File: src/rtl/core/txr_pkg.sv
// Package: shared types and constants of the transmit ring packetizer.
package txr_pkg;

  localparam int unsigned CMD_W     = 2;
  localparam int unsigned BYTE_W    = 8;
  localparam int unsigned KIND_W    = 2;
  localparam int unsigned LEN_W     = 7;
  localparam int unsigned POLL_W    = 8;
  localparam int unsigned FRAME_W   = 8;

  localparam logic [POLL_W-1:0] POLL_RESET = 8'd100;

  // Input commands; code 3 is unused and ignored
  typedef enum logic [CMD_W-1:0] {
    CMD_PUT  = 2'd0,
    CMD_TICK = 2'd1,
    CMD_DONE = 2'd2
  } cmd_e;

  // Result kinds
  typedef enum logic [KIND_W-1:0] {
    KIND_ACCEPT = 2'd0,
    KIND_REJECT = 2'd1,
    KIND_BYTE   = 2'd2,
    KIND_ZLP    = 2'd3
  } kind_e;

  // Controller states
  typedef enum logic {
    ST_IDLE,
    ST_EMIT
  } state_e;

endpackage

File: src/rtl/core/txr_if.sv
// Interfaces: command channel and result channel of the packetizer.
interface txr_in_if;
  logic                         valid;
  logic                         ready;
  logic [txr_pkg::CMD_W-1:0]    cmd;
  logic [txr_pkg::BYTE_W-1:0]   data_byte;
  logic                         link_up;

  modport source (output valid, output cmd, output data_byte, output link_up, input ready);
  modport sink   (input valid, input cmd, input data_byte, input link_up, output ready);
endinterface

interface txr_out_if;
  logic                         valid;
  logic                         ready;
  logic [txr_pkg::KIND_W-1:0]   kind;
  logic [txr_pkg::BYTE_W-1:0]   pkt_byte;
  logic                         pkt_last;
  logic [txr_pkg::LEN_W-1:0]    pkt_len;

  modport source (output valid, output kind, output pkt_byte, output pkt_last,
                  output pkt_len, input ready);
  modport sink   (input valid, input kind, input pkt_byte, input pkt_last,
                  input pkt_len, output ready);
endinterface

File: src/rtl/core/txr_ram.sv
// Generic single-write, single-read RAM with registered read data.
module txr_ram #(
  parameter int unsigned WIDTH = 8,
  parameter int unsigned DEPTH = 64
) (
  input  logic                     clk_i,
  input  logic                     we_i,
  input  logic [$clog2(DEPTH)-1:0] waddr_i,
  input  logic [WIDTH-1:0]         wdata_i,
  input  logic                     re_i,
  input  logic [$clog2(DEPTH)-1:0] raddr_i,
  output logic [WIDTH-1:0]         rdata_o
);

  logic [WIDTH-1:0] mem_q [DEPTH];
  logic [WIDTH-1:0] rdata_q;

  always_ff @(posedge clk_i) begin
    if (we_i) begin
      mem_q[waddr_i] <= wdata_i;
    end
    if (re_i) begin
      rdata_q <= mem_q[raddr_i];
    end
  end

  assign rdata_o = rdata_q;

endmodule

File: src/rtl/core/usb_tx_ring_packetizer.sv
// Top level: transmit ring buffer that packs queued bytes into bulk IN packets.
// A put, a frame tick and an IN-done command are accepted whenever the result
// register is free or being drained in the same cycle. A tick that starts a
// packet of N bytes (1 to RING_DEPTH) holds off the command channel until its
// last byte is loaded: the ring RAM has one read port with registered read
// data, the first read is issued in the accept cycle and each further byte is
// read while the previous one moves into the result register, so the packet
// leaves at one byte per cycle when the sink does not stall. The ring contents
// are undefined after reset; only written entries are ever read.
module usb_tx_ring_packetizer #(
  parameter int unsigned RING_DEPTH = 64
) (
  input  logic                        clk_i,
  input  logic                        rst_ni,
  txr_in_if.sink                      req_i,
  txr_out_if.source                   rsp_o,
  input  logic                        cfg_we_i,
  input  logic [txr_pkg::POLL_W-1:0]  cfg_wdata_i
);
  import txr_pkg::*;

  localparam int unsigned AW = $clog2(RING_DEPTH);
  localparam logic [AW-1:0] LAST_IDX = AW'(RING_DEPTH - 1);

  state_e               state_q, state_d;
  logic [AW-1:0]        head_q, head_d;
  logic [AW-1:0]        tail_q, tail_d;
  logic                 full_q, full_d;
  logic                 busy_q, busy_d;
  logic [FRAME_W-1:0]   frame_q, frame_d;
  logic [POLL_W-1:0]    poll_q;
  logic [AW-1:0]        ptr_q, ptr_d;
  logic [LEN_W-1:0]     rem_q, rem_d;
  logic [LEN_W-1:0]     len_q, len_d;

  // Result register
  logic                 out_valid_q;
  kind_e                out_kind_q;
  logic [BYTE_W-1:0]    out_byte_q;
  logic                 out_last_q;
  logic [LEN_W-1:0]     out_len_q;

  logic                 load;
  kind_e                ld_kind;
  logic [BYTE_W-1:0]    ld_byte;
  logic                 ld_last;
  logic [LEN_W-1:0]     ld_len;

  logic                 slot_free;
  logic                 accept;
  logic                 ram_we;
  logic                 ram_re;
  logic [AW-1:0]        ram_raddr;
  logic [BYTE_W-1:0]    ram_rdata;
  logic [AW-1:0]        tail_inc;
  logic [AW-1:0]        ptr_inc;
  logic [LEN_W-1:0]     pend_len;

  function automatic logic [AW-1:0] wrap_inc(input logic [AW-1:0] idx);
    return (idx == LAST_IDX) ? '0 : idx + AW'(1);
  endfunction

  assign slot_free   = !out_valid_q || rsp_o.ready;
  assign req_i.ready = (state_q == ST_IDLE) && slot_free;
  assign accept      = req_i.valid && req_i.ready;
  assign tail_inc    = wrap_inc(tail_q);
  assign ptr_inc     = wrap_inc(ptr_q);

  // Pending byte count between head and tail, with wrap
  assign pend_len = (tail_q > head_q) ? (LEN_W'(tail_q) - LEN_W'(head_q))
                  : (LEN_W'(RING_DEPTH) - LEN_W'(head_q) + LEN_W'(tail_q));

  // Ring storage
  txr_ram #(
    .WIDTH (BYTE_W),
    .DEPTH (RING_DEPTH)
  ) u_ring (
    .clk_i   (clk_i),
    .we_i    (ram_we),
    .waddr_i (tail_q),
    .wdata_i (req_i.data_byte),
    .re_i    (ram_re),
    .raddr_i (ram_raddr),
    .rdata_o (ram_rdata)
  );

  // Command decode and packet sequencer
  always_comb begin
    state_d   = state_q;
    head_d    = head_q;
    tail_d    = tail_q;
    full_d    = full_q;
    busy_d    = busy_q;
    frame_d   = frame_q;
    ptr_d     = ptr_q;
    rem_d     = rem_q;
    len_d     = len_q;
    load      = 1'b0;
    ld_kind   = KIND_ACCEPT;
    ld_byte   = '0;
    ld_last   = 1'b0;
    ld_len    = '0;
    ram_we    = 1'b0;
    ram_re    = 1'b0;
    ram_raddr = head_q;

    unique case (state_q)
      ST_IDLE: begin
        if (accept) begin
          unique case (req_i.cmd)
            CMD_PUT: begin
              load = 1'b1;
              if (full_q) begin
                ld_kind = KIND_REJECT;
              end else begin
                ram_we = 1'b1;
                tail_d = tail_inc;
                full_d = (tail_inc == head_q);
              end
            end
            CMD_TICK: begin
              if (req_i.link_up) begin
                frame_d = frame_q + FRAME_W'(1);
                if (frame_q > poll_q) begin
                  frame_d = '0;
                  if (!busy_q) begin
                    if (head_q == tail_q) begin
                      if (full_q) begin
                        busy_d  = 1'b1;
                        ram_re  = 1'b1;
                        ptr_d   = head_q;
                        rem_d   = LEN_W'(RING_DEPTH);
                        len_d   = LEN_W'(RING_DEPTH);
                        state_d = ST_EMIT;
                      end
                    end else begin
                      busy_d  = 1'b1;
                      ram_re  = 1'b1;
                      ptr_d   = head_q;
                      rem_d   = pend_len;
                      len_d   = pend_len;
                      head_d  = tail_q;
                      state_d = ST_EMIT;
                    end
                  end
                end
              end
            end
            CMD_DONE: begin
              if (full_q) begin
                full_d  = 1'b0;
                load    = 1'b1;
                ld_kind = KIND_ZLP;
                ld_last = 1'b1;
              end else begin
                busy_d = 1'b0;
              end
            end
            default: ;
          endcase
        end
      end
      ST_EMIT: begin
        // Move the fetched byte out and fetch the next one
        if (slot_free) begin
          load    = 1'b1;
          ld_kind = KIND_BYTE;
          ld_byte = ram_rdata;
          ld_last = (rem_q == LEN_W'(1));
          ld_len  = len_q;
          rem_d   = rem_q - LEN_W'(1);
          ptr_d   = ptr_inc;
          if (rem_q == LEN_W'(1)) begin
            state_d = ST_IDLE;
          end else begin
            ram_re    = 1'b1;
            ram_raddr = ptr_inc;
          end
        end
      end
      default: state_d = ST_IDLE;
    endcase
  end

  // Control state
  always_ff @(posedge clk_i or negedge rst_ni) begin
    if (!rst_ni) begin
      state_q     <= ST_IDLE;
      head_q      <= '0;
      tail_q      <= '0;
      full_q      <= 1'b0;
      busy_q      <= 1'b0;
      frame_q     <= '0;
      poll_q      <= POLL_RESET;
      rem_q       <= '0;
      out_valid_q <= 1'b0;
    end else begin
      state_q <= state_d;
      head_q  <= head_d;
      tail_q  <= tail_d;
      full_q  <= full_d;
      busy_q  <= busy_d;
      frame_q <= frame_d;
      rem_q   <= rem_d;
      if (cfg_we_i) begin
        poll_q <= cfg_wdata_i;
      end
      if (load) begin
        out_valid_q <= 1'b1;
      end else if (rsp_o.ready) begin
        out_valid_q <= 1'b0;
      end
    end
  end

  // Payload registers
  always_ff @(posedge clk_i) begin
    ptr_q <= ptr_d;
    len_q <= len_d;
    if (load) begin
      out_kind_q <= ld_kind;
      out_byte_q <= ld_byte;
      out_last_q <= ld_last;
      out_len_q  <= ld_len;
    end
  end

  assign rsp_o.valid    = out_valid_q;
  assign rsp_o.kind     = out_kind_q;
  assign rsp_o.pkt_byte = out_byte_q;
  assign rsp_o.pkt_last = out_last_q;
  assign rsp_o.pkt_len  = out_len_q;

  // Checks
  a_no_accept_in_emit: assert property (@(posedge clk_i) disable iff (!rst_ni)
    state_q == ST_EMIT |-> !req_i.ready)
    else $error("command accepted while a packet is being sent");

  a_emit_busy: assert property (@(posedge clk_i) disable iff (!rst_ni)
    state_q == ST_EMIT |-> busy_q && rem_q != '0)
    else $error("packet in flight without busy flag or byte count");

  a_full_ptrs: assert property (@(posedge clk_i) disable iff (!rst_ni)
    full_q |-> head_q == tail_q)
    else $error("full flag set while head and tail differ");

  a_last_ends: assert property (@(posedge clk_i) disable iff (!rst_ni)
    state_q == ST_EMIT && load && ld_last |=> state_q == ST_IDLE)
    else $error("sequencer did not return to idle after last byte");

endmodule

File: src/flat_wrapper.sv
// flat-port wrapper written by rule: the top's interface ports become plain ports
module usb_tx_ring_packetizer_flat import txr_pkg::*;
#(
  parameter int unsigned RING_DEPTH = 64
)
  (clk_i, rst_ni, cfg_we_i, cfg_wdata_i, req_i_valid, req_i_cmd, req_i_data_byte, req_i_link_up, req_i_ready, rsp_o_valid, rsp_o_kind, rsp_o_pkt_byte, rsp_o_pkt_last, rsp_o_pkt_len, rsp_o_ready);
  txr_in_if req_i_i ();
  txr_out_if rsp_o_i ();
  input  logic clk_i;
  input  logic rst_ni;
  input  logic cfg_we_i;
  input  logic [txr_pkg::POLL_W-1:0] cfg_wdata_i;
  input wire logic [$bits(req_i_i.valid)-1:0] req_i_valid;
  input wire logic [$bits(req_i_i.cmd)-1:0] req_i_cmd;
  input wire logic [$bits(req_i_i.data_byte)-1:0] req_i_data_byte;
  input wire logic [$bits(req_i_i.link_up)-1:0] req_i_link_up;
  output wire logic [$bits(req_i_i.ready)-1:0] req_i_ready;
  output wire logic [$bits(rsp_o_i.valid)-1:0] rsp_o_valid;
  output wire logic [$bits(rsp_o_i.kind)-1:0] rsp_o_kind;
  output wire logic [$bits(rsp_o_i.pkt_byte)-1:0] rsp_o_pkt_byte;
  output wire logic [$bits(rsp_o_i.pkt_last)-1:0] rsp_o_pkt_last;
  output wire logic [$bits(rsp_o_i.pkt_len)-1:0] rsp_o_pkt_len;
  input wire logic [$bits(rsp_o_i.ready)-1:0] rsp_o_ready;
  assign req_i_i.valid = req_i_valid;
  assign req_i_i.cmd = req_i_cmd;
  assign req_i_i.data_byte = req_i_data_byte;
  assign req_i_i.link_up = req_i_link_up;
  assign req_i_ready = req_i_i.ready;
  assign rsp_o_valid = rsp_o_i.valid;
  assign rsp_o_kind = rsp_o_i.kind;
  assign rsp_o_pkt_byte = rsp_o_i.pkt_byte;
  assign rsp_o_pkt_last = rsp_o_i.pkt_last;
  assign rsp_o_pkt_len = rsp_o_i.pkt_len;
  assign rsp_o_i.ready = rsp_o_ready;
  usb_tx_ring_packetizer #(.RING_DEPTH(RING_DEPTH)) u_core (.clk_i(clk_i), .rst_ni(rst_ni), .req_i(req_i_i), .rsp_o(rsp_o_i), .cfg_we_i(cfg_we_i), .cfg_wdata_i(cfg_wdata_i));
endmodule
File: config.mk
export PLATFORM = sky130hd
export DESIGN_NAME = usb_tx_ring_packetizer_flat
export DESIGN_NICKNAME = d
export VERILOG_FILES = /design/src/rtl/core/txr_pkg.sv /design/src/rtl/core/txr_if.sv /design/src/rtl/core/txr_ram.sv /design/src/rtl/core/usb_tx_ring_packetizer.sv /design/src/flat_wrapper.sv
export SDC_FILE = /design/constraint.sdc
export NUM_CORES = 1
export LEC_CHECK = 0
export ABC_AREA = 1
export BUFFER_PORTS_ARGS = -buffer_cell sky130_fd_sc_hd__buf_4
export CAP_MARGIN = 20
export CORE_ASPECT_RATIO = 0.7
export CORE_MARGIN = 5
export CORE_UTILIZATION = 50
export CTS_CLUSTER_SIZE = 20
export DETAILED_ROUTE_END_ITERATION = 8
export PLACE_DENSITY_LB_ADDON = 0.08
export RECOVER_POWER = 100
export SLEW_MARGIN = 20
export SYNTH_ARGS = -nofsm -noshare
export SYNTH_HDL_FRONTEND = slang
export SYNTH_SLANG_ARGS = --single-unit
File: constraint.sdc
create_clock -name clk_i -period 6.7 [get_ports clk_i]
set_clock_uncertainty 0.15 [all_clocks]
set_input_delay 1.005 -clock clk_i [delete_from_list [all_inputs] [get_ports clk_i]]
set_output_delay 1.005 -clock clk_i [all_outputs]
set_load 0.01 [all_outputs]
==> results of run 1 <==
-- layout make-up --
class	count	share of cell area, %
Clock buffer	75	5.28
Inverter	527	6.79
Sequential cell	590	59.9
Timing Repair Buffer	57	1.18
Multi-Input combinational cell	1394	22.6
Tap cell	730	3.12
Clock inverter	34	1.12
-- flip-flops by register name (all words and copies together) (netlist names), 2 cells and up --
name / flops
u_core.u_ring.mem_q: 512
u_core.frame_q: 8
u_core.poll_q: 8
u_core.rsp_o.pkt_byte: 8
u_core.u_ring.rdata_o: 8
u_core.len_q: 7
u_core.rem_q: 7
u_core.rsp_o.pkt_len: 7
u_core.head_q: 6
u_core.ptr_q: 6
u_core.tail_q: 6
u_core.rsp_o.kind: 2
-- power groups by stage --
| stage | Clock [W] | Sequential (W) | Combinational (W) |
|---|---|---|---|
| after detailed placement | 0 | 0.00456 | 0.00524 |
| after CTS | 0.00331 | 0.00448 | 0.00524 |
| after global routing | 0.00348 | 0.00451 | 0.00579 |
| after global placement | 0 | 0.00456 | 0.00520 |
| after floorplan | 0 | 0.00452 | 0.00361 |
| final | 0.00326 | 0.00449 | 0.00531 |
-- through the flow --
stage	worst slack [ns]	cell area, sq um
after CTS	2.05	29400
after global routing	1.15	29300
final	1.40	29300
after floorplan	3.63	26800
after global placement	1.73	27500
after detailed placement	1.63	27500
-- cells in the final DEF, fill, tap and decap left out, types with 5 or more instances in the layout --
cell type	count
buf_4	23
clkbuf_1	44
nor2_1	111
xor2_1	5
nand3b_1	34
ha_1	19
nand3_1	563
inv_1	524
a21oi_1	23
bufinv_16	5
clkinv_2	11
o21ai_0	48
clkinvlp_4	6
clkbuf_16	58
clkinv_1	7
dfrtp_1	36
nand2_1	548
xnor2_1	5
edfxtp_1	551
-- metal layers --
layer / vias to the layer above / routed length [um] / GRT usage [%]
met1: 8802 / 34100 / 39.4
met5: - / 0 / 0
met4: 0 / 1660 / 6.25
met3: 102 / 6880 / 5.37
met2: 794 / 29300 / 34.0
li1: 8628 / - / -
-- cells by family after synthesis --
kind of cell | count (synthesis) | share of synthesized area [%]
buffers and inverters | 645 | 10.0
multiplexers | 1 | 0.0420
flip-flops | 590 | 65.4
XOR/XNOR | 10 | 0.327
adder cells (fa/ha/maj) | 20 | 0.962
AND/OR/NAND/NOR | 1278 | 21.5
AO/OA/AOI/OAI | 85 | 1.76
-- worst max path at each step --
stage / startpoint / to / slack (ns) / cells after the start
floorplan: rsp_o_ready / u_core.u_ring.mem_q[11][0]$_DFFE_PP_ / 3.63 / 8
global placement: rsp_o_ready / u_core.u_ring.rdata_o[5]$_DFFE_PP_ / 1.73 / 14
detailed placement: rsp_o_ready / u_core.u_ring.rdata_o[5]$_DFFE_PP_ / 1.63 / 14
CTS: u_core.state_q$_DFF_PN0_ / u_core.u_ring.rdata_o[2]$_DFFE_PP_ / 2.05 / 14
global route: u_core.state_q$_DFF_PN0_ / u_core.u_ring.rdata_o[3]$_DFFE_PP_ / 1.15 / 12
finish: u_core.state_q$_DFF_PN0_ / u_core.u_ring.rdata_o[3]$_DFFE_PP_ / 1.40 / 12
-- critical path, cell delays in order (launching register included) --
cell and delay, ns:
dfrtp_1 0.66, inv_1 0.40, nor2_4 0.26, nand2_4 0.14, o21ai_4 0.23, buf_4 0.62, clkbuf_2 1.40, nand3_1 0.46
nand3_1 0.22, nand3_1 0.15, nand3_1 0.14, nand3_1 0.10, nand2_1 0.09
==> metrics.md, run 1 <==
| Metric | Value |
|---|---|
| Status | `finished with violations` |
| Failing checks | `max-capacitance violations, max-slew violations` |
| GR Util All Layers | `24.6%` |
| Ys async rst share | `6.61%` |
| CTS buffer count | `58` |
| Fin crit share | `79.2%` |
| Syn Std Cell Area | `0.0268 sq mm` |
| First DRT Iteration DRCs | `2,556` |
| Post-synth top area cell | `edfxtp_1` |
| Placed insts | `3,297` |
| Final setup viols | `0` |
| Synth top cells by count | `nand3_1 (563), edfxtp_1 (551), nand2_1 (548)` |
| Tmin final | `5.30 ns` |
| WP data arrival | `5.65 ns` |
| FF-to-FF End | `u_core.u_ring.rdata_o[3]$_DFFE_PP_` |
| Post_cts resized | `0` |
| Vias per inst | `5.38` |
| Hold Slack | `0.359 ns` |
| Pwr dens | `447 mW/mm^2` |
| DRT Pass-1 Iters | `5` |
| Starting density of the core | `50.2%` |
| EDFF count, synth | `551` |
| Cell count after synthesis | `2,629` |
| Root Buffer | `clkbuf_16` |
| Sequential power share | `34.4%` |
| HP Start | `u_core.poll_q[6]$_DFFE_PN1P_` |
| Register area share after synthesis | `65.4%` |
| Worst reg2reg path startpoint | `u_core.state_q$_DFF_PN0_` |
| Pins over their slew limit | `632` |
| Largest cells by area after synthesis | `edfxtp_1 (62%), nand3_1 (11%), nand2_1 (7.7%), inv_1 (7.3%), dfrtp_1 (3.4%)` |
| Final wirelength | `71,900 um` |
| Die area | `0.0584 sq mm` |
| Antenna violations before repair | `0` |
| Aggregate global routing overflow | `0` |
| Total vias in the final route | `18,326` |
| Leak | `12.2 nW` |
| Worst Tran Pin Value | `3.96 ns` |
| VDD IR max | `351 uV` |
| Final count of hold timing violations | `0` |
| Clock share of power | `25.0%` |
| Yosys reg bits | `590` |
| Syn_nets | `2,673` |
| Max_slew headroom | `-164%` |
| Setup Buffers After CTS | `0` |
| Util after Layout | `54.8%` |
| Worst hold path endpoint | `u_core.poll_q[6]$_DFFE_PN1P_` |
| Rows | `71` |
| Die X | `287 um` |
| Drc violations | `0` |
| Fin Setup TNS | `0 ns` |
| FMAX | `189 MHz` |
| Final GP Congestion | `0.853` |
| Layout cells sized above 1 | `5.23%` |
| H-tree depth | `2` |
| Layout net count | `2,672` |
| Yosys warns | `0` |
| Area share of the largest cell type after synthesis | `61.7%` |
| P_int | `0.00757 W` |
| DRT antenna net count | `0` |
| Unrepaired setup endpoints after global routing | `false` |
| Vias in the first global route | `17,224` |
| CTS tree | `yes` |
| FILL cells | `4,695` |
| Logic pwr share | `40.7%` |
| Io pins | `44` |
| First-pass GRT wire length | `109,000 um` |
| Hold crit path type | `register to register` |
| CTS Hold Bufs | `0` |
| Largest net degree at the start of global routing | `139` |
| Final cell count without fillers | `3,407` |
| Critical-path maximum fanout | `71` |
| Crit start category | `register` |
| Sw Share | `42.1%` |
| Post-DP HPWL | `42,300 um` |
| Die height | `204 um` |
| Setup crit end kind | `register` |
| Switching power of the nets | `0.00550 W` |
| Wire per inst | `21.1 um` |
| Synth unique cells | `43` |
| Total clock sinks | `590` |
| Overall Power | `0.0131 W` |
| Skew-Pair Late Insertion Delay | `0.63 ns` |
| Reg-to-reg slack, setup | `1.40 ns` |
| Area occupied by multi-input gates | `0.00661 sq mm` |
| ANT cells | `0` |
| FF-to-FF path depth | `12` |
| WP data required | `7.05 ns` |
| Area delta synth->final | `9.13%` |
| Kind of critical path | `register to register` |
| Top FF cell, synth | `edfxtp_1` |
| Port Buffers | `43` |
| FF/Latch Area | `0.0175 sq mm` |
| Syn Area/Cell | `10.2 sq um` |
| WHS Path Cells | `2` |
| Reg clk slew, reported paths | `0.06 ns` |
| Total of max-cap violations | `10` |
| Clk buf depth | `3` |
| Most frequent cell after synthesis | `nand3_1` |
| CORE AREA | `0.0534 sq mm` |
No activity file was read; power rests on OpenSTA's default activity.
==> run 2, diff against run 1 <==
==> constraint.sdc (replaced) <==
create_clock -name clk_i -period 4.4 [get_ports clk_i]
set_clock_uncertainty 0.15 [all_clocks]
set_input_delay 0.66 -clock clk_i [delete_from_list [all_inputs] [get_ports clk_i]]
set_output_delay 0.66 -clock clk_i [all_outputs]
set_load 0.01 [all_outputs]
==> metrics.md, run 2 (same netlist as run 1, synthesis figures left out) <==
| Metric | Value |
|---|---|
| DRT Pass-1 Iters | `5 (unchanged)` |
| Reg-to-reg slack, setup | `0.39 ns (-1.01 ns)` |
| Total clock sinks | `590 (unchanged)` |
| DRT antenna net count | `0 (unchanged)` |
| FMAX | `249 MHz (+32%)` |
| Failing checks | `max-capacitance violations, max-slew violations` |
| Setup crit end kind | `register` |
| Crit path cell chain | `nor3b_1, nand2_1, nor3_4, inv_1, nor2_1, nand3_1, clkbuf_1, nor2_1, clkbuf_1` |
| Max incr delay on CP | `0.57 ns (-0.83 ns)` |
| Rows | `71 (unchanged)` |
| Largest net degree at the start of global routing | `129 (-7.2%)` |
| Post-DP HPWL | `44,700 um (+5.7%)` |
| Reg clk slew, reported paths | `0.06 ns (about the same)` |
| Setup Buffers After CTS | `0 (unchanged)` |
| Total of max-cap violations | `10 (unchanged)` |
| WP data arrival | `4.10 ns (-1.55 ns)` |
| GR Util All Layers | `25.0% (+0.39 points)` |
| Unrepaired setup endpoints after global routing | `false` |
| CTS tree | `yes` |
| Final setup viols | `0 (unchanged)` |
| Area delta synth->final | `11.1%` |
| Io pins | `44 (unchanged)` |
| Final wirelength | `72,800 um (+1.2%)` |
| First-pass GRT wire length | `110,000 um (+1.3%)` |
| Layout cells sized above 1 | `5.71% (+0.48 points)` |
| Root Buffer | `clkbuf_16` |
| Clk buf depth | `3 (unchanged)` |
| Critical-path maximum fanout | `18 (-75%)` |
| Antenna violations before repair | `0 (unchanged)` |
| Final GP Congestion | `0.874 (+2.5%)` |
| Max FFs per register | `512 (unchanged)` |
| Final count of hold timing violations | `0 (unchanged)` |
| Crit-path slowest cell | `dfrtp_1` |
| Drc violations | `0 (unchanged)` |
| VDD IR max | `316 uV (-9.9%)` |
| Starting density of the core | `50.2% (unchanged)` |
| Leak | `12.4 nW (+2.1%)` |
| H-tree depth | `2 (unchanged)` |
| Pins over their slew limit | `547 (-13%)` |
| Port Buffers | `43 (unchanged)` |
| ANT cells | `0 (unchanged)` |
| Total vias in the final route | `18,750 (+2.3%)` |
| Hold crit path type | `input pin to register` |
| CTS buffer count | `57 (-1.7%)` |
| Crit start category | `register` |
| Kind of critical path | `register to register` |
| CORE AREA | `0.0534 sq mm (unchanged)` |
| Tmin final | `4.01 ns (-1.29 ns)` |
| WP data required | `4.49 ns (-2.56 ns)` |
| Die height | `204 um (unchanged)` |
| Fin crit share | `91.2% (+12 points)` |
| Post-route cell area | `0.0298 sq mm (+1.8%)` |
| Wire per inst | `20.9 um (-0.94%)` |
| Layout net count | `2,751 (+3.0%)` |
| Max_slew headroom | `-168% (-4.1 points)` |
| Commonest non-fill, non-tap cell in the layout | `nand3_1` |
| Largest Register | `u_core.u_ring.mem_q` |
| Fin Setup TNS | `0 ns (unchanged)` |
| Pwr dens | `673 mW/mm^2 (+51%)` |
| Aggregate global routing overflow | `0 (unchanged)` |
| Skew-Pair Late Insertion Delay | `0.61 ns (-0.02 ns)` |
| Die X | `287 um (unchanged)` |
| Die area | `0.0584 sq mm (unchanged)` |
| Placed cell areas | `0.0282 sq mm (+2.6%)` |
| Status | `finished with violations` |
| Vias per inst | `5.39 (+0.14%)` |
| First DRT Iteration DRCs | `2,449 (-4.2%)` |
| Worst Tran Pin Value | `4.02 ns (+0.0617 ns)` |
| FILL cells | `4,746 (+1.1%)` |
| Vias in the first global route | `17,686 (+2.7%)` |
| Post_cts resized | `0 (unchanged)` |
| Most frequent cells in the layout | `nand3_1 (563), edfxtp_1 (551), nand2_1 (548)` |
-- run 2: final cells by class --
| type | instances | area (sq um) | area share (%) |
|---|---|---|---|
| clock buffer | 67 | 1500 | 5.05 |
| clock inverter | 36 | 422 | 1.42 |
| timing repair buffer | 137 | 808 | 2.71 |
| tap | 730 | 913 | 3.07 |
| inverter | 527 | 1990 | 6.67 |
| multi-input combinational | 1394 | 6620 | 22.2 |
| sequential | 590 | 17500 | 58.9 |
-- run 2: stage by stage --
stage / power, W / instances / setup WS (ns) / util (%) / hold WS (ns)
finish: 0.0201 / 3481 / 0.387 / 55.8 / 0.131
floorplan: 0.0124 / 2629 / 1.67 / - / 0.214
CTS: 0.0201 / 3481 / 0.793 / 56.5 / 0.102
global placement: 0.0150 / 3377 / 0.911 / 52.8 / 0.340
global route: 0.0212 / 3481 / 0.273 / 55.8 / 0.125
detailed placement: 0.0150 / 3377 / 0.825 / 52.8 / 0.349
-- run 2: critical path, delay by kind of cell (launching register included) --
| family | cells | cell delay, ns |
|---|---|---|
| buf+inv | 3 | 1.02 |
| flops | 1 | 0.57 |
| simple gates | 6 | 1.89 |
-- run 2: path summary, 6_finish.rpt --
check                                        startpoint                                  end  cells after the start
setup / recovery               u_core.state_q$_DFF_PN0_  u_core.u_ring.mem_q[0][2]$_DFFE_PP_                      9
hold / removal                           cfg_wdata_i[1]         u_core.poll_q[1]$_DFFE_PN0P_                      3
setup reg to reg               u_core.state_q$_DFF_PN0_  u_core.u_ring.mem_q[0][2]$_DFFE_PP_                      9
hold reg to reg            u_core.poll_q[2]$_DFFE_PN1P_         u_core.poll_q[2]$_DFFE_PN1P_                      2
max in group asynchronous                        rst_ni        u_core.frame_q[5]$_DFFE_PN0P_                      2
min in group asynchronous                        rst_ni       u_core.rsp_o.valid$_DFFE_PN0P_                      2
-- run 2: report_power, final --
part	switching, W	total (W)	internal (W)
combinational	0.00581	0.00810	0.00229
clock	0.00210	0.00510	0.00301
sequential	0.000275	0.00685	0.00657
total	0.00818	0.0201	0.0119
-- run 2: repair_timing --
action | CTS | global route
hold endpoints to repair | 36 | 0
hold buffers | 1 | 0
endpoints found under the setup margin | 0 | 0
-- run 2: per-layer routing --
layer	global-route usage, %	wire (um)	up-vias
met1	39.6	33900	9115
li1	-	-	8768
met4	5.10	1350	0
met5	0	0	-
met3	4.75	6530	93
met2	36.1	31000	774
==> run 3, diff against run 2 <==
--- a/config.mk
+++ b/config.mk
@@ -6,11 +6,12 @@
 export NUM_CORES = 1
 export LEC_CHECK = 0
 export ABC_AREA = 1
+export ABC_CLOCK_PERIOD_IN_PS = 4400
 export BUFFER_PORTS_ARGS = -buffer_cell sky130_fd_sc_hd__buf_4
 export CAP_MARGIN = 20
 export CORE_ASPECT_RATIO = 0.7
 export CORE_MARGIN = 5
-export CORE_UTILIZATION = 50
+export CORE_UTILIZATION = 57
 export CTS_CLUSTER_SIZE = 20
 export DETAILED_ROUTE_END_ITERATION = 8
 export PLACE_DENSITY_LB_ADDON = 0.08
==> metrics.md, run 3 (same netlist as run 1, synthesis figures left out) <==
| Metric | Value |
|---|---|
| Status | `finished with violations` |
| Failing checks | `max-capacitance violations, max-slew violations` |
| Max_slew headroom | `-155% (+13 points)` |
| Aggregate global routing overflow | `0 (unchanged)` |
| Vias in the first global route | `17,819 (+0.75%)` |
| Port Buffers | `43 (unchanged)` |
| WP data required | `4.61 ns (+0.12 ns)` |
| Setup crit end kind | `register` |
| Fin crit share | `90.7% (-0.52 points)` |
| Post-DP HPWL | `42,100 um (-6.0%)` |
| H-tree depth | `2 (unchanged)` |
| Pwr dens | `663 mW/mm^2 (-1.6%)` |
| Largest Register | `u_core.u_ring.mem_q` |
| Vias per inst | `5.61 (+4.2%)` |
| Layout cells sized above 1 | `6.41% (+0.71 points)` |
| Util after Layout | `63.4% (+7.7 points)` |
| Placed cell areas | `0.0281 sq mm (-0.30%)` |
| Total of max-cap violations | `9 (-1)` |
| Reg clk slew, reported paths | `0.06 ns (about the same)` |
| CTS buffer count | `55 (-3.5%)` |
| Final cell count without fillers | `3,372 (-3.1%)` |
| Die height | `191 um (-6.0%)` |
| Kind of critical path | `register to register` |
| Rows | `66 (-7.0%)` |
| Setup Buffers After CTS | `0 (unchanged)` |
| Skew-Pair Late Insertion Delay | `0.63 ns (+0.02 ns)` |
| P_int | `0.0114 W (-4.0%)` |
| Clk buf depth | `3 (unchanged)` |
| Worst hold path endpoint | `u_core.poll_q[6]$_DFFE_PN1P_` |
| FF-to-FF path depth | `14 (+5)` |
| Most frequent cells in the layout | `nand3_1 (564), edfxtp_1 (551), nand2_1 (548)` |
| Die X | `269 um (-6.1%)` |
| Fin Setup TNS | `0 ns (unchanged)` |
| Switching power of the nets | `0.00815 W (-0.37%)` |
| Starting density of the core | `57.7% (+7.4 points)` |
| WP data arrival | `4.20 ns (+0.10 ns)` |
| FILL cells | `3,822 (-19%)` |
| WHS Path Cells | `3 (unchanged)` |
| Layout net count | `2,762 (+0.40%)` |
| Max FFs per register | `512 (unchanged)` |
| DRT antenna net count | `0 (unchanged)` |
| GR Util All Layers | `27.3% (+2.3 points)` |
| Worst reg2reg path startpoint | `u_core.ptr_q[0]$_DFFE_PP_` |
| CTS tree | `yes` |
| Unrepaired setup endpoints after global routing | `false` |
| Largest net degree at the start of global routing | `129 (unchanged)` |
| Pins over their slew limit | `560 (+2.4%)` |
| Sequential power share | `35.0% (+0.8 points)` |
| Worst Tran Pin Value | `3.82 ns (-0.202 ns)` |
| ANT cells | `0 (unchanged)` |
| Root Buffer | `clkbuf_16` |
| VDD IR max | `457 uV (+45%)` |
| Die area | `0.0515 sq mm (-12%)` |
| Total clock sinks | `590 (unchanged)` |
| Io pins | `44 (unchanged)` |
| Placed insts | `3,272 (-3.1%)` |
| Total vias in the final route | `18,917 (+0.89%)` |
| CORE AREA | `0.0465 sq mm (-13%)` |
| Final setup viols | `0 (unchanged)` |
| Reg-to-reg slack, setup | `0.41 ns (+0.02 ns)` |
| Crit start category | `register` |
| Tmin final | `3.99 ns (-0.0230 ns)` |
| HP Start | `cfg_wdata_i[6]` |
| Drc violations | `0 (unchanged)` |
| Sw Share | `41.7% (+0.89 points)` |
| Final GP Congestion | `0.903 (+3.3%)` |
| Antenna violations before repair | `0 (unchanged)` |
| Clock share of power | `23.4% (-2.1 points)` |
| Commonest non-fill, non-tap cell in the layout | `nand3_1` |
| Wire per inst | `20.9 um (+0.18%)` |
| Final wirelength | `70,600 um (-3.0%)` |
| DRT Pass-1 Iters | `5 (unchanged)` |
| Leak | `12.4 nW (about the same)` |
| Area delta synth->final | `10.0%` |
| Post-route cell area | `0.0295 sq mm (-0.95%)` |
| FMAX | `251 MHz (+0.58%)` |
| FF-to-FF End | `u_core.u_ring.rdata_o[5]$_DFFE_PP_` |
| First DRT Iteration DRCs | `2,408 (-1.7%)` |
| Hold crit path type | `input pin to register` |
| Logic pwr share | `41.6% (+1.2 points)` |
| Critical-path maximum fanout | `50 (+32)` |
| First-pass GRT wire length | `108,000 um (-2.3%)` |
| Final count of hold timing violations | `0 (unchanged)` |
[run 3: changes by cell type in the layout (fill, tap and decap cells not counted), moves of 3 or more]
cell	delta
buf_4	+30
clkbuf_1	-17
clkbuf_2	+9
bufinv_16	-7
clkinv_2	-5
clkinv_1	+4
clkbuf_8	-3
[run 3: how the worst max path moves through the flow]
stage,start,endpoint,slack [ns]
finish,u_core.ptr_q[0]$_DFFE_PP_,u_core.u_ring.rdata_o[5]$_DFFE_PP_,0.41
global route,u_core.state_q$_DFF_PN0_,u_core.u_ring.mem_q[16][3]$_DFFE_PP_,0.16
CTS,u_core.state_q$_DFF_PN0_,u_core.u_ring.rdata_o[5]$_DFFE_PP_,0.60
detailed placement,u_core.state_q$_DFF_PN0_,u_core.u_ring.rdata_o[5]$_DFFE_PP_,0.61
global placement,u_core.state_q$_DFF_PN0_,u_core.u_ring.rdata_o[5]$_DFFE_PP_,0.65
floorplan,rsp_o_ready,u_core.u_ring.mem_q[11][0]$_DFFE_PP_,1.67
[run 3: final cells by class]
| cell class | instances | area (sq um) | share of cell area (%) |
|---|---|---|---|
| multi-input cells | 1394 | 6600 | 22.4 |
| well taps | 612 | 766 | 2.60 |
| clock inverters | 30 | 239 | 0.810 |
| flip-flops and latches | 590 | 17500 | 59.4 |
| repair buffers | 150 | 948 | 3.22 |
| clock buffers | 69 | 1440 | 4.88 |
| inverters | 527 | 1990 | 6.73 |
[run 3: stage by stage]
stage	setup slack [ns]	hold WS [ns]	power, W
floorplan	1.67	0.214	0.0124
global placement	0.653	0.337	0.0149
detailed placement	0.614	0.347	0.0150
CTS	0.603	0.0803	0.0195
global route	0.159	0.0930	0.0206
finish	0.410	0.104	0.0196
[run 3: routing by layer]
| layer | routed length (um) | vias up | share of wire, % | track usage [%] |
|---|---|---|---|---|
| met5 | 0 | - | 0 | 0 |
| met4 | 1600 | 0 | 2.3 | 7.08 |
| met3 | 6930 | 111 | 9.8 | 4.72 |
| met2 | 30600 | 918 | 43 | 40.6 |
| met1 | 31400 | 9099 | 45 | 42.0 |
| li1 | - | 8789 | - | - |
[run 3: power by group through the flow]
stage | combinational (W) | clock (W) | sequential, W
final | 0.00814 | 0.00457 | 0.00684
after global routing | 0.00885 | 0.00491 | 0.00687
after CTS | 0.00809 | 0.00463 | 0.00682
after detailed placement | 0.00806 | 0 | 0.00694
after global placement | 0.00797 | 0 | 0.00693
after floorplan | 0.00549 | 0 | 0.00688
[run 3: critical path: stages (launching register included)]
cell      delay, ns
edfxtp_1       0.38
ha_1           0.20
nand3_1        0.16
o21bai_1       0.45
nand3_4        0.45
nand2_8        0.47
buf_12         0.29
buf_4          0.23
nand2_1        0.06
nand3_1        0.08
nand3_1        0.11
nand3_1        0.23
nand3_1        0.10
nand3_1        0.25
nand2_1        0.08
[run 3: timing repair]
| action | 4_1_cts | 5_1_grt |
|---|---|---|
| gates resized for setup | 0 | 0 |
| hold buffers | 1 | 0 |
| endpoints found under the hold margin | 36 | 0 |
